## src/rtl/core/vpid_pkg.sv

```systemverilog
// vpid_pkg: shared widths, register indexes, types and width helpers for the
// velocity PID controller. No dependencies.
`default_nettype none

package vpid_pkg;

    localparam int FRAC_BITS_DEF      = 16;
    localparam int STEP_FRAC_BITS_DEF = 20;

    localparam int VEL_W      = 32;
    localparam int ERR_W      = 33;
    localparam int DE_W       = 34;
    localparam int TS_W       = 20;
    localparam int GAIN_W     = 32;
    localparam int LIM_W      = 31;
    localparam int ILIM_W     = 47;
    localparam int TERM_W     = 47;
    localparam int INTEG_W    = 48;
    localparam int PD_W       = 49;
    localparam int SUM_W      = 50;
    localparam int MUL_B_W    = 48;
    localparam int DIGIT_W    = 8;
    localparam int ACC_W      = GAIN_W + MUL_B_W;
    localparam int TORQUE_W   = 32;
    localparam int CFG_IDX_W  = 3;
    localparam int CFG_DATA_W = 47;
    localparam int S_TDATA_W  = 88;
    localparam int M_TDATA_W  = 32;

    localparam logic [TERM_W-1:0] TERM_MAX = '1;
    localparam logic [ILIM_W-1:0] ILIM_RST = '1;

    localparam logic [CFG_IDX_W-1:0] CFG_KP   = 3'd0;
    localparam logic [CFG_IDX_W-1:0] CFG_KI   = 3'd1;
    localparam logic [CFG_IDX_W-1:0] CFG_KD   = 3'd2;
    localparam logic [CFG_IDX_W-1:0] CFG_TLIM = 3'd3;
    localparam logic [CFG_IDX_W-1:0] CFG_ILIM = 3'd4;

    typedef enum logic {
        MDU_MUL,
        MDU_DIV
    } mdu_op_t;

    // DIV divides the previous product, shifted up by the step fraction bits
    typedef struct packed {
        logic                 start;
        mdu_op_t              op;
        logic [GAIN_W-1:0]    a;
        logic [MUL_B_W-1:0]   b;
    } mdu_req_t;

    typedef struct packed {
        logic [GAIN_W-1:0] kp;
        logic [GAIN_W-1:0] ki;
        logic [GAIN_W-1:0] kd;
        logic [LIM_W-1:0]  tlim;
        logic [ILIM_W-1:0] ilim;
    } cfg_t;

    typedef struct packed {
        logic             op;
        logic [VEL_W-1:0] target;
        logic [VEL_W-1:0] measured;
        logic [TS_W-1:0]  ts;
    } item_t;

    typedef struct packed {
        logic idle;
        logic res_valid;
    } ctrl_stat_t;

    typedef enum logic [3:0] {
        ST_IDLE,
        ST_LOAD,
        ST_P,
        ST_DMUL,
        ST_DDIV,
        ST_INC,
        ST_ICL,
        ST_ICAND,
        ST_CHK,
        ST_IFIN,
        ST_DONE
    } ctrl_state_t;

    function automatic int div_width(input int sfb);
        return GAIN_W + DE_W + sfb;
    endfunction

    function automatic int res_width(input int sfb);
        return (div_width(sfb) > ACC_W) ? div_width(sfb) : ACC_W;
    endfunction

endpackage

`default_nettype wire

```

## src/rtl/core/velocity_pid_antiwindup.sv

```systemverilog
// velocity_pid_antiwindup: velocity PID with conditional-integration anti-windup; config
// registers, stream ports and output register. Depends on vpid_pkg and vpid_ctrl.
// A new word is accepted only while the controller is idle, one word at a time. A
// nonzero step runs the (66 + STEP_FRAC_BITS)-step radix-2 divide and the multiplies
// of the shared unit; a zero step skips the derivative and the integral increment.
// Reset (aresetn low, synchronous): gains and limits zero, integral limit max, state cleared.
`default_nettype none

module velocity_pid_antiwindup import vpid_pkg::*; #(
    parameter int FRAC_BITS      = FRAC_BITS_DEF,
    parameter int STEP_FRAC_BITS = STEP_FRAC_BITS_DEF
) (
    input  logic                    aclk,
    input  logic                    aresetn,
    input  logic                    s_tvalid,
    output logic                    s_tready,
    // target_velocity[31:0], measured_velocity[63:32], time_step[83:64], zero pad
    input  logic [S_TDATA_W-1:0]    s_tdata,
    // op: 0 compute, 1 clear integral and previous error
    input  logic                    s_tuser,
    output logic                    m_tvalid,
    input  logic                    m_tready,
    // torque_command[31:0]
    output logic [M_TDATA_W-1:0]    m_tdata,
    input  logic                    cfg_valid,
    output logic                    cfg_ready,
    input  logic [CFG_IDX_W-1:0]    cfg_index,
    input  logic [CFG_DATA_W-1:0]   cfg_data
);

    cfg_t                  cfg_reg;
    item_t                 item;
    ctrl_stat_t            stat;
    logic [TORQUE_W-1:0]   torque;
    logic                  start;
    logic                  out_free;
    logic                  m_tvalid_reg;
    logic [M_TDATA_W-1:0]  m_tdata_reg;

    assign cfg_ready = 1'b1;
    assign s_tready  = stat.idle;
    assign start     = s_tvalid && stat.idle;
    assign out_free  = !m_tvalid_reg || m_tready;
    assign item      = '{op: s_tuser,
                         target: s_tdata[VEL_W-1:0],
                         measured: s_tdata[2*VEL_W-1:VEL_W],
                         ts: s_tdata[2*VEL_W +: TS_W]};

    always_ff @(posedge aclk) begin
        if (!aresetn) begin
            cfg_reg <= '{kp: '0, ki: '0, kd: '0, tlim: '0, ilim: ILIM_RST};
        end else if (cfg_valid) begin
            case (cfg_index)
                CFG_KP:   cfg_reg.kp   <= cfg_data[GAIN_W-1:0];
                CFG_KI:   cfg_reg.ki   <= cfg_data[GAIN_W-1:0];
                CFG_KD:   cfg_reg.kd   <= cfg_data[GAIN_W-1:0];
                CFG_TLIM: cfg_reg.tlim <= cfg_data[LIM_W-1:0];
                CFG_ILIM: cfg_reg.ilim <= cfg_data[ILIM_W-1:0];
                default: begin
                end
            endcase
        end
    end

    vpid_ctrl #(
        .FRAC_BITS      (FRAC_BITS),
        .STEP_FRAC_BITS (STEP_FRAC_BITS)
    ) u_ctrl (
        .aclk     (aclk),
        .aresetn  (aresetn),
        .cfg      (cfg_reg),
        .start    (start),
        .item     (item),
        .out_free (out_free),
        .stat     (stat),
        .torque   (torque)
    );

    always_ff @(posedge aclk) begin
        if (!aresetn) begin
            m_tvalid_reg <= 1'b0;
        end else if (stat.res_valid) begin
            m_tvalid_reg <= 1'b1;
        end else if (m_tready) begin
            m_tvalid_reg <= 1'b0;
        end
    end

    always_ff @(posedge aclk) begin
        if (stat.res_valid) begin
            m_tdata_reg <= torque;
        end
    end

    assign m_tvalid = m_tvalid_reg;
    assign m_tdata  = m_tdata_reg;

endmodule

`default_nettype wire

```

## src/rtl/core/vpid_mdu.sv

```systemverilog
// vpid_mdu: shared multiply / divide unit. Multiply is radix-256 shift-add,
// divide is restoring radix-2. Depends on vpid_pkg.
`default_nettype none

module vpid_mdu import vpid_pkg::*; #(
    parameter int STEP_FRAC_BITS = STEP_FRAC_BITS_DEF
) (
    input  logic                                    aclk,
    input  logic                                    aresetn,
    input  mdu_req_t                                req,
    output logic                                    done,
    output logic [res_width(STEP_FRAC_BITS)-1:0]    res
);

    localparam int DIV_W     = div_width(STEP_FRAC_BITS);
    localparam int RES_W     = res_width(STEP_FRAC_BITS);
    localparam int CNT_W     = $clog2(RES_W + 1);
    localparam int MUL_STEPS = MUL_B_W / DIGIT_W;
    localparam int PROD_W    = GAIN_W + DE_W;

    logic                      busy_reg, busy_next;
    logic                      done_reg;
    logic [CNT_W-1:0]          cnt_reg, cnt_next;
    mdu_op_t                   op_reg, op_next;
    logic [GAIN_W-1:0]         a_reg, a_next;
    logic [ACC_W-1:0]          acc_reg, acc_next;
    logic [RES_W-1:0]          sh_reg, sh_next;
    logic [TS_W-1:0]           rem_reg, rem_next;
    logic [DIGIT_W-1:0]        digit;
    logic [GAIN_W+DIGIT_W-1:0] pp;
    logic [TS_W:0]             trial;
    logic [TS_W:0]             dvsr;
    logic                      qbit;

    always_comb begin
        digit    = sh_reg[MUL_B_W-1 -: DIGIT_W];
        pp       = a_reg * digit;
        trial    = {rem_reg, sh_reg[DIV_W-1]};
        dvsr     = {1'b0, a_reg[TS_W-1:0]};
        qbit     = (trial >= dvsr);
        busy_next = busy_reg;
        cnt_next  = cnt_reg;
        op_next   = op_reg;
        a_next    = a_reg;
        acc_next  = acc_reg;
        sh_next   = sh_reg;
        rem_next  = rem_reg;
        if (busy_reg) begin
            cnt_next  = cnt_reg - CNT_W'(1);
            busy_next = (cnt_reg != CNT_W'(1));
            case (op_reg)
                MDU_MUL: begin
                    acc_next = (acc_reg << DIGIT_W) + ACC_W'(pp);
                    sh_next  = sh_reg << DIGIT_W;
                end
                MDU_DIV: begin
                    rem_next = qbit ? TS_W'(trial - dvsr) : trial[TS_W-1:0];
                    sh_next  = {sh_reg[RES_W-2:0], qbit};
                end
                default: begin
                    busy_next = 1'b0;
                end
            endcase
        end else if (req.start) begin
            busy_next = 1'b1;
            op_next   = req.op;
            a_next    = req.a;
            rem_next  = '0;
            if (req.op == MDU_MUL) begin
                cnt_next = CNT_W'(MUL_STEPS);
                acc_next = '0;
                sh_next  = RES_W'(req.b);
            end else begin
                cnt_next = CNT_W'(DIV_W);
                sh_next  = RES_W'({acc_reg[PROD_W-1:0], {STEP_FRAC_BITS{1'b0}}});
            end
        end
    end

    always_ff @(posedge aclk) begin
        if (!aresetn) begin
            busy_reg <= 1'b0;
            done_reg <= 1'b0;
            cnt_reg  <= '0;
        end else begin
            busy_reg <= busy_next;
            done_reg <= busy_reg && (cnt_reg == CNT_W'(1));
            cnt_reg  <= cnt_next;
        end
    end

    always_ff @(posedge aclk) begin
        op_reg  <= op_next;
        a_reg   <= a_next;
        acc_reg <= acc_next;
        sh_reg  <= sh_next;
        rem_reg <= rem_next;
    end

    assign done = done_reg;
    assign res  = (op_reg == MDU_MUL) ? RES_W'(acc_reg) : RES_W'(sh_reg[DIV_W-1:0]);

endmodule

`default_nettype wire

```

## src/rtl/core/vpid_ctrl.sv

```systemverilog
// vpid_ctrl: sequencer, controller state and term datapath around the shared
// multiply / divide unit. Depends on vpid_pkg and vpid_mdu.
`default_nettype none

module vpid_ctrl import vpid_pkg::*; #(
    parameter int FRAC_BITS      = FRAC_BITS_DEF,
    parameter int STEP_FRAC_BITS = STEP_FRAC_BITS_DEF
) (
    input  logic                  aclk,
    input  logic                  aresetn,
    input  cfg_t                  cfg,
    input  logic                  start,
    input  item_t                 item,
    input  logic                  out_free,
    output ctrl_stat_t            stat,
    output logic [TORQUE_W-1:0]   torque
);

    localparam int RES_W = res_width(STEP_FRAC_BITS);

    ctrl_state_t           state_reg, state_next;
    logic [ERR_W-1:0]      err_reg, err_next;
    logic [ERR_W-1:0]      last_reg, last_next;
    logic [TS_W-1:0]       ts_reg, ts_next;
    logic [INTEG_W-1:0]    integ_reg, integ_next;
    logic [INTEG_W-1:0]    cand_reg, cand_next;
    logic                  de_neg_reg, de_neg_next;
    logic [PD_W-1:0]       pd_reg, pd_next;
    logic [SUM_W-1:0]      sum_reg, sum_next;

    mdu_req_t              mreq;
    logic                  mdone;
    logic [RES_W-1:0]      mres;

    logic [ERR_W-1:0]      err_in;
    logic [ERR_W-1:0]      err_mag;
    logic [DE_W-1:0]       de;
    logic [DE_W-1:0]       de_mag;
    logic [INTEG_W-1:0]    integ_mag;
    logic [INTEG_W-1:0]    cand_mag;
    logic [INTEG_W-1:0]    inc;
    logic [SUM_W-1:0]      cand_raw;
    logic [SUM_W-1:0]      ilim_pos, ilim_neg;
    logic [SUM_W-1:0]      lim_pos, lim_neg;
    logic [INTEG_W-1:0]    term;
    logic                  term_neg;
    logic                  err_neg, err_pos;
    logic                  further;

    function automatic logic [INTEG_W-1:0] sat_term(input logic [RES_W-1:0] r,
                                                    input logic neg);
        logic [RES_W-1:0]   m;
        logic [TERM_W-1:0]  t;
        m = r >> FRAC_BITS;
        t = (|m[RES_W-1:TERM_W]) ? TERM_MAX : m[TERM_W-1:0];
        return neg ? (~{1'b0, t} + INTEG_W'(1)) : {1'b0, t};
    endfunction

    vpid_mdu #(
        .STEP_FRAC_BITS (STEP_FRAC_BITS)
    ) u_mdu (
        .aclk    (aclk),
        .aresetn (aresetn),
        .req     (mreq),
        .done    (mdone),
        .res     (mres)
    );

    always_comb begin
        err_in    = {item.target[VEL_W-1], item.target}
                  - {item.measured[VEL_W-1], item.measured};
        err_neg   = err_reg[ERR_W-1];
        err_pos   = !err_reg[ERR_W-1] && (|err_reg);
        err_mag   = err_neg ? (~err_reg + ERR_W'(1)) : err_reg;
        de        = {err_reg[ERR_W-1], err_reg} - {last_reg[ERR_W-1], last_reg};
        de_mag    = de[DE_W-1] ? (~de + DE_W'(1)) : de;
        integ_mag = integ_reg[INTEG_W-1] ? (~integ_reg + INTEG_W'(1)) : integ_reg;
        cand_mag  = cand_reg[INTEG_W-1] ? (~cand_reg + INTEG_W'(1)) : cand_reg;
        inc       = mres[STEP_FRAC_BITS +: INTEG_W];
        cand_raw  = err_neg
                  ? {{2{integ_reg[INTEG_W-1]}}, integ_reg} - SUM_W'(inc)
                  : {{2{integ_reg[INTEG_W-1]}}, integ_reg} + SUM_W'(inc);
        ilim_pos  = SUM_W'(cfg.ilim);
        ilim_neg  = ~ilim_pos + SUM_W'(1);
        lim_pos   = SUM_W'(cfg.tlim);
        lim_neg   = ~lim_pos + SUM_W'(1);
        case (state_reg)
            ST_P:     term_neg = err_neg;
            ST_DDIV:  term_neg = de_neg_reg;
            ST_ICAND: term_neg = cand_reg[INTEG_W-1];
            default:  term_neg = integ_reg[INTEG_W-1];
        endcase
        term      = sat_term(mres, term_neg);
        further   = (($signed(sum_reg) > $signed(lim_pos)) && err_pos)
                  || (($signed(sum_reg) < $signed(lim_neg)) && err_neg);
        if ($signed(sum_reg) > $signed(lim_pos)) begin
            torque = lim_pos[TORQUE_W-1:0];
        end else if ($signed(sum_reg) < $signed(lim_neg)) begin
            torque = lim_neg[TORQUE_W-1:0];
        end else begin
            torque = sum_reg[TORQUE_W-1:0];
        end
    end

    always_comb begin
        state_next  = state_reg;
        err_next    = err_reg;
        last_next   = last_reg;
        ts_next     = ts_reg;
        integ_next  = integ_reg;
        cand_next   = cand_reg;
        de_neg_next = de_neg_reg;
        pd_next     = pd_reg;
        sum_next    = sum_reg;
        mreq        = '{start: 1'b0, op: MDU_MUL, a: '0, b: '0};
        stat        = '{idle: 1'b0, res_valid: 1'b0};
        case (state_reg)
            ST_IDLE: begin
                stat.idle = 1'b1;
                if (start) begin
                    if (item.op) begin
                        integ_next = '0;
                        last_next  = '0;
                    end else begin
                        err_next   = err_in;
                        ts_next    = item.ts;
                        state_next = ST_LOAD;
                    end
                end
            end
            ST_LOAD: begin
                mreq       = '{start: 1'b1, op: MDU_MUL, a: cfg.kp, b: MUL_B_W'(err_mag)};
                state_next = ST_P;
            end
            ST_P: begin
                if (mdone) begin
                    pd_next = {term[INTEG_W-1], term};
                    if (ts_reg == '0) begin
                        cand_next  = integ_reg;
                        state_next = ST_ICL;
                    end else begin
                        de_neg_next = de[DE_W-1];
                        mreq = '{start: 1'b1, op: MDU_MUL, a: cfg.kd, b: MUL_B_W'(de_mag)};
                        state_next = ST_DMUL;
                    end
                end
            end
            ST_DMUL: begin
                if (mdone) begin
                    mreq = '{start: 1'b1, op: MDU_DIV, a: GAIN_W'(ts_reg), b: '0};
                    state_next = ST_DDIV;
                end
            end
            ST_DDIV: begin
                if (mdone) begin
                    pd_next = pd_reg + {term[INTEG_W-1], term};
                    mreq = '{start: 1'b1, op: MDU_MUL, a: GAIN_W'(ts_reg),
                             b: MUL_B_W'(err_mag)};
                    state_next = ST_INC;
                end
            end
            ST_INC: begin
                if (mdone) begin
                    if ($signed(cand_raw) > $signed(ilim_pos)) begin
                        cand_next = ilim_pos[INTEG_W-1:0];
                    end else if ($signed(cand_raw) < $signed(ilim_neg)) begin
                        cand_next = ilim_neg[INTEG_W-1:0];
                    end else begin
                        cand_next = cand_raw[INTEG_W-1:0];
                    end
                    state_next = ST_ICL;
                end
            end
            ST_ICL: begin
                mreq       = '{start: 1'b1, op: MDU_MUL, a: cfg.ki, b: MUL_B_W'(cand_mag)};
                state_next = ST_ICAND;
            end
            ST_ICAND: begin
                if (mdone) begin
                    sum_next   = {pd_reg[PD_W-1], pd_reg} + {{2{term[INTEG_W-1]}}, term};
                    state_next = ST_CHK;
                end
            end
            ST_CHK: begin
                last_next = err_reg;
                if (!further) begin
                    integ_next = cand_reg;
                    state_next = ST_DONE;
                end else begin
                    mreq = '{start: 1'b1, op: MDU_MUL, a: cfg.ki,
                             b: MUL_B_W'(integ_mag)};
                    state_next = ST_IFIN;
                end
            end
            ST_IFIN: begin
                if (mdone) begin
                    sum_next   = {pd_reg[PD_W-1], pd_reg} + {{2{term[INTEG_W-1]}}, term};
                    state_next = ST_DONE;
                end
            end
            ST_DONE: begin
                if (out_free) begin
                    stat.res_valid = 1'b1;
                    state_next     = ST_IDLE;
                end
            end
            default: begin
                state_next = ST_IDLE;
            end
        endcase
    end

    always_ff @(posedge aclk) begin
        if (!aresetn) begin
            state_reg <= ST_IDLE;
            integ_reg <= '0;
            last_reg  <= '0;
        end else begin
            state_reg <= state_next;
            integ_reg <= integ_next;
            last_reg  <= last_next;
        end
    end

    always_ff @(posedge aclk) begin
        err_reg    <= err_next;
        ts_reg     <= ts_next;
        cand_reg   <= cand_next;
        de_neg_reg <= de_neg_next;
        pd_reg     <= pd_next;
        sum_reg    <= sum_next;
    end

endmodule

`default_nettype wire
```

## config.mk

```make
export PLATFORM = sky130hd
export DESIGN_NAME = velocity_pid_antiwindup
export DESIGN_NICKNAME = d
export VERILOG_FILES = /design/src/rtl/core/vpid_pkg.sv /design/src/rtl/core/velocity_pid_antiwindup.sv /design/src/rtl/core/vpid_mdu.sv /design/src/rtl/core/vpid_ctrl.sv
export SDC_FILE = /design/constraint.sdc
export NUM_CORES = 2
export LEC_CHECK = 0
export ABC_AREA = 1
export CAP_MARGIN = 20
export CORE_ASPECT_RATIO = 1.75
export CORE_UTILIZATION = 32
export CTS_CLUSTER_SIZE = 40
export DETAILED_ROUTE_END_ITERATION = 10
export DONT_BUFFER_PORTS = 1
export PLACE_DENSITY = 0.55
export SLEW_MARGIN = 30
export SYNTH_ARGS = -nofsm -noshare
export SYNTH_HDL_FRONTEND = slang
export SYNTH_HIERARCHICAL = 1
export SYNTH_SLANG_ARGS = --single-unit
```

## constraint.sdc

```tcl
create_clock -name aclk -period 15.8 [get_ports aclk]
set_input_delay 3.95 -clock aclk [delete_from_list [all_inputs] [get_ports aclk]]
set_output_delay 3.95 -clock aclk [all_outputs]
set_load 0.005 [all_outputs]
```

==> reports/qor.txt <==
status - finished, final reports clean
Max Clk Rate - 92.16 MHz
Tmin final - 10.85 ns
Data arrival, critical path - 11.30 ns
depth of the CTS H-tree - 3
clk buf depth - 3
vias after detailed routing - 64990
Worst slew margin - 0.2536
CTS tree - yes
Setup Fix Bufs, Post-CTS - 0
crit path capture type - flip-flop
largest net degree at the start of global routing - 230
Final HPWL DP - 236800 um
CTS clock-pin slew for the worst setup and hold paths - 0.07 ns
WHS Endpoint - u_ctrl/last_reg[21]$_SDFFE_PN0P_
Slowest cell on crit path - inv_4
CTS buffer count - 78
Final TNS setup - 0 ns
Final Core Density - 0.3504
std cell rows - 222
core area - 209400 um2
Die X - 349.6 um
Mapped Area - 67650 um2
Hold Vio Cnt, Final - 0
CP most frequent cell - nand2_1
Antenna Nets Post-Route - 0
Clock Skew - 0.05922 ns
syn avg cell area - 6.877 um2
Root Buffer Master - clkbuf_16
Crit path required time - 16.25 ns
die span in y - 610.3 um
Mapped Cells - 9838
HP Class - flip-flop to flip-flop
Synth-to-Final Area Change - 8.485%
crit path launch type - flip-flop
I/O Buffers - 0
Worst Hold Depth - 2
Yosys warning count - 6
Setup-failing EPs final - 0
Post-Syn Nets - 10630
drt first pass iters - 6
reg2reg start - u_ctrl/u_mdu/op_reg$_DFFE_PP_
grt total ovfl - 0
total track usage - 0.2680
Worst-Margin Slew - 1.115 ns
cts repair resizes - 0
Post-Route WL - 290800 um
max reg flops - 174
GP Congestion - 1.028
IO Count - 179
Iteration-0 DRC Markers - 4679
layout cells sized above 1 - 0.04482
Final Cycle Share - 0.6868
# DRC - 0
vias in the first global route - 64440
Initial Util - 0.3230
max capacitance violation total - 0
R2R setup slack - 4.95 ns
clk sinks - 721
Critical Path Fanout Max - 94
hold_buf cts - 0
Clock Latency Late Sink - 0.73 ns
RR Endpoint - u_ctrl/cand_reg[33]$_DFFE_PP_
vias per cell - 5.180
initial antenna violation count - 18
kind of critical path - flip-flop to flip-flop
Die ar. - 213300 um2
hold path start - u_ctrl/last_reg[21]$_SDFFE_PN0P_
setup repair after global routing missed its margin - false
nets@finish - 10460
Worst R2R Path Depth - 48
delay of the slowest critical-path stage - 0.76 ns
routed wire length per instance - 23.17 um
first-pass GRT wire length - 419900 um
max-slew violations - 0
[placed cells by master, fill, tap and decap left out, types with 26 or more instances in the layout]
master	count
fa_1	216
ha_1	436
inv_1	1498
o21ai_0	527
o211ai_1	77
nand4_1	111
o21a_1	28
o21ai_1	34
nand3_1	644
nor2_1	1165
buf_4	92
xnor2_1	122
o22ai_1	53
xor2_1	236
clkbuf_16	80
a21boi_0	55
a31oi_1	42
a21oi_1	520
nor3_1	115
edfxtp_1	452
inv_2	26
nor2_2	40
dfxtp_1	268
nor4_1	61
nand2_1	2417
[how the worst max path moves through the flow]
stage / from / endpoint / slack (ns)
2_1_floorplan: s_tvalid / u_ctrl/err_reg[0]$_DFFE_PP_ / 6.00
3_3_place_gp: u_ctrl/u_mdu/op_reg$_DFFE_PP_ / u_ctrl/cand_reg[0]$_DFFE_PP_ / 4.58
3_5_place_dp: u_ctrl/u_mdu/op_reg$_DFFE_PP_ / u_ctrl/cand_reg[33]$_DFFE_PP_ / 5.05
4_1_cts: u_ctrl/u_mdu/op_reg$_DFFE_PP_ / u_ctrl/cand_reg[33]$_DFFE_PP_ / 4.97
5_1_grt: u_ctrl/u_mdu/op_reg$_DFFE_PP_ / u_ctrl/cand_reg[33]$_DFFE_PP_ / 3.96
6_report: u_ctrl/u_mdu/op_reg$_DFFE_PP_ / u_ctrl/cand_reg[33]$_DFFE_PP_ / 4.95
[stage by stage]
step	hold slack, ns	area [um2]	setup WS (ns)	std cells
2_1_floorplan	0.4410	67650	6.003	9838
3_3_place_gp	0.4499	70390	4.577	12380
3_5_place_dp	0.4516	70450	5.046	12380
4_1_cts	0.4619	73230	4.973	12520
5_1_grt	0.4810	73360	3.961	12530
6_report	0.4623	73390	4.949	12550
[worst max-delay path, delay by kind of cell (launching register included)]
family	cells	cell delay (ns)
AO/OA/AOI/OAI	6	1.19
buffers and inverters	9	2.19
adder cells (fa/ha/maj)	2	0.74
AND/OR/NAND/NOR	29	5.36
flip-flops	1	0.36
XOR/XNOR	2	0.66
[layer usage]
metal / up-vias / part of all wire / GRT usage
met4: 12 / 0.10 / 0.2388
met2: 2056 / 0.51 / 0.4851
li1: 31500 / - / -
met1: 30650 / 0.35 / 0.2668
met3: 781 / 0.043 / 0.03358
met5: - / 0.00029 / 0
[area by class of cell]
class / count / area, um2
Antenna cell: 20 / 50.05
Clock buffer: 90 / 2071
Clock inverter: 56 / 705.7
Fill cell: 22760 / 136000
Inverter: 1535 / 5768
Multi-Input combinational cell: 7227 / 41520
Sequential cell: 721 / 18960
Tap cell: 2800 / 3503
Timing Repair Buffer: 98 / 814.5
Power is not shown: default switching activity piles up to over one toggle a cycle in this logic, so the estimate is an artifact.
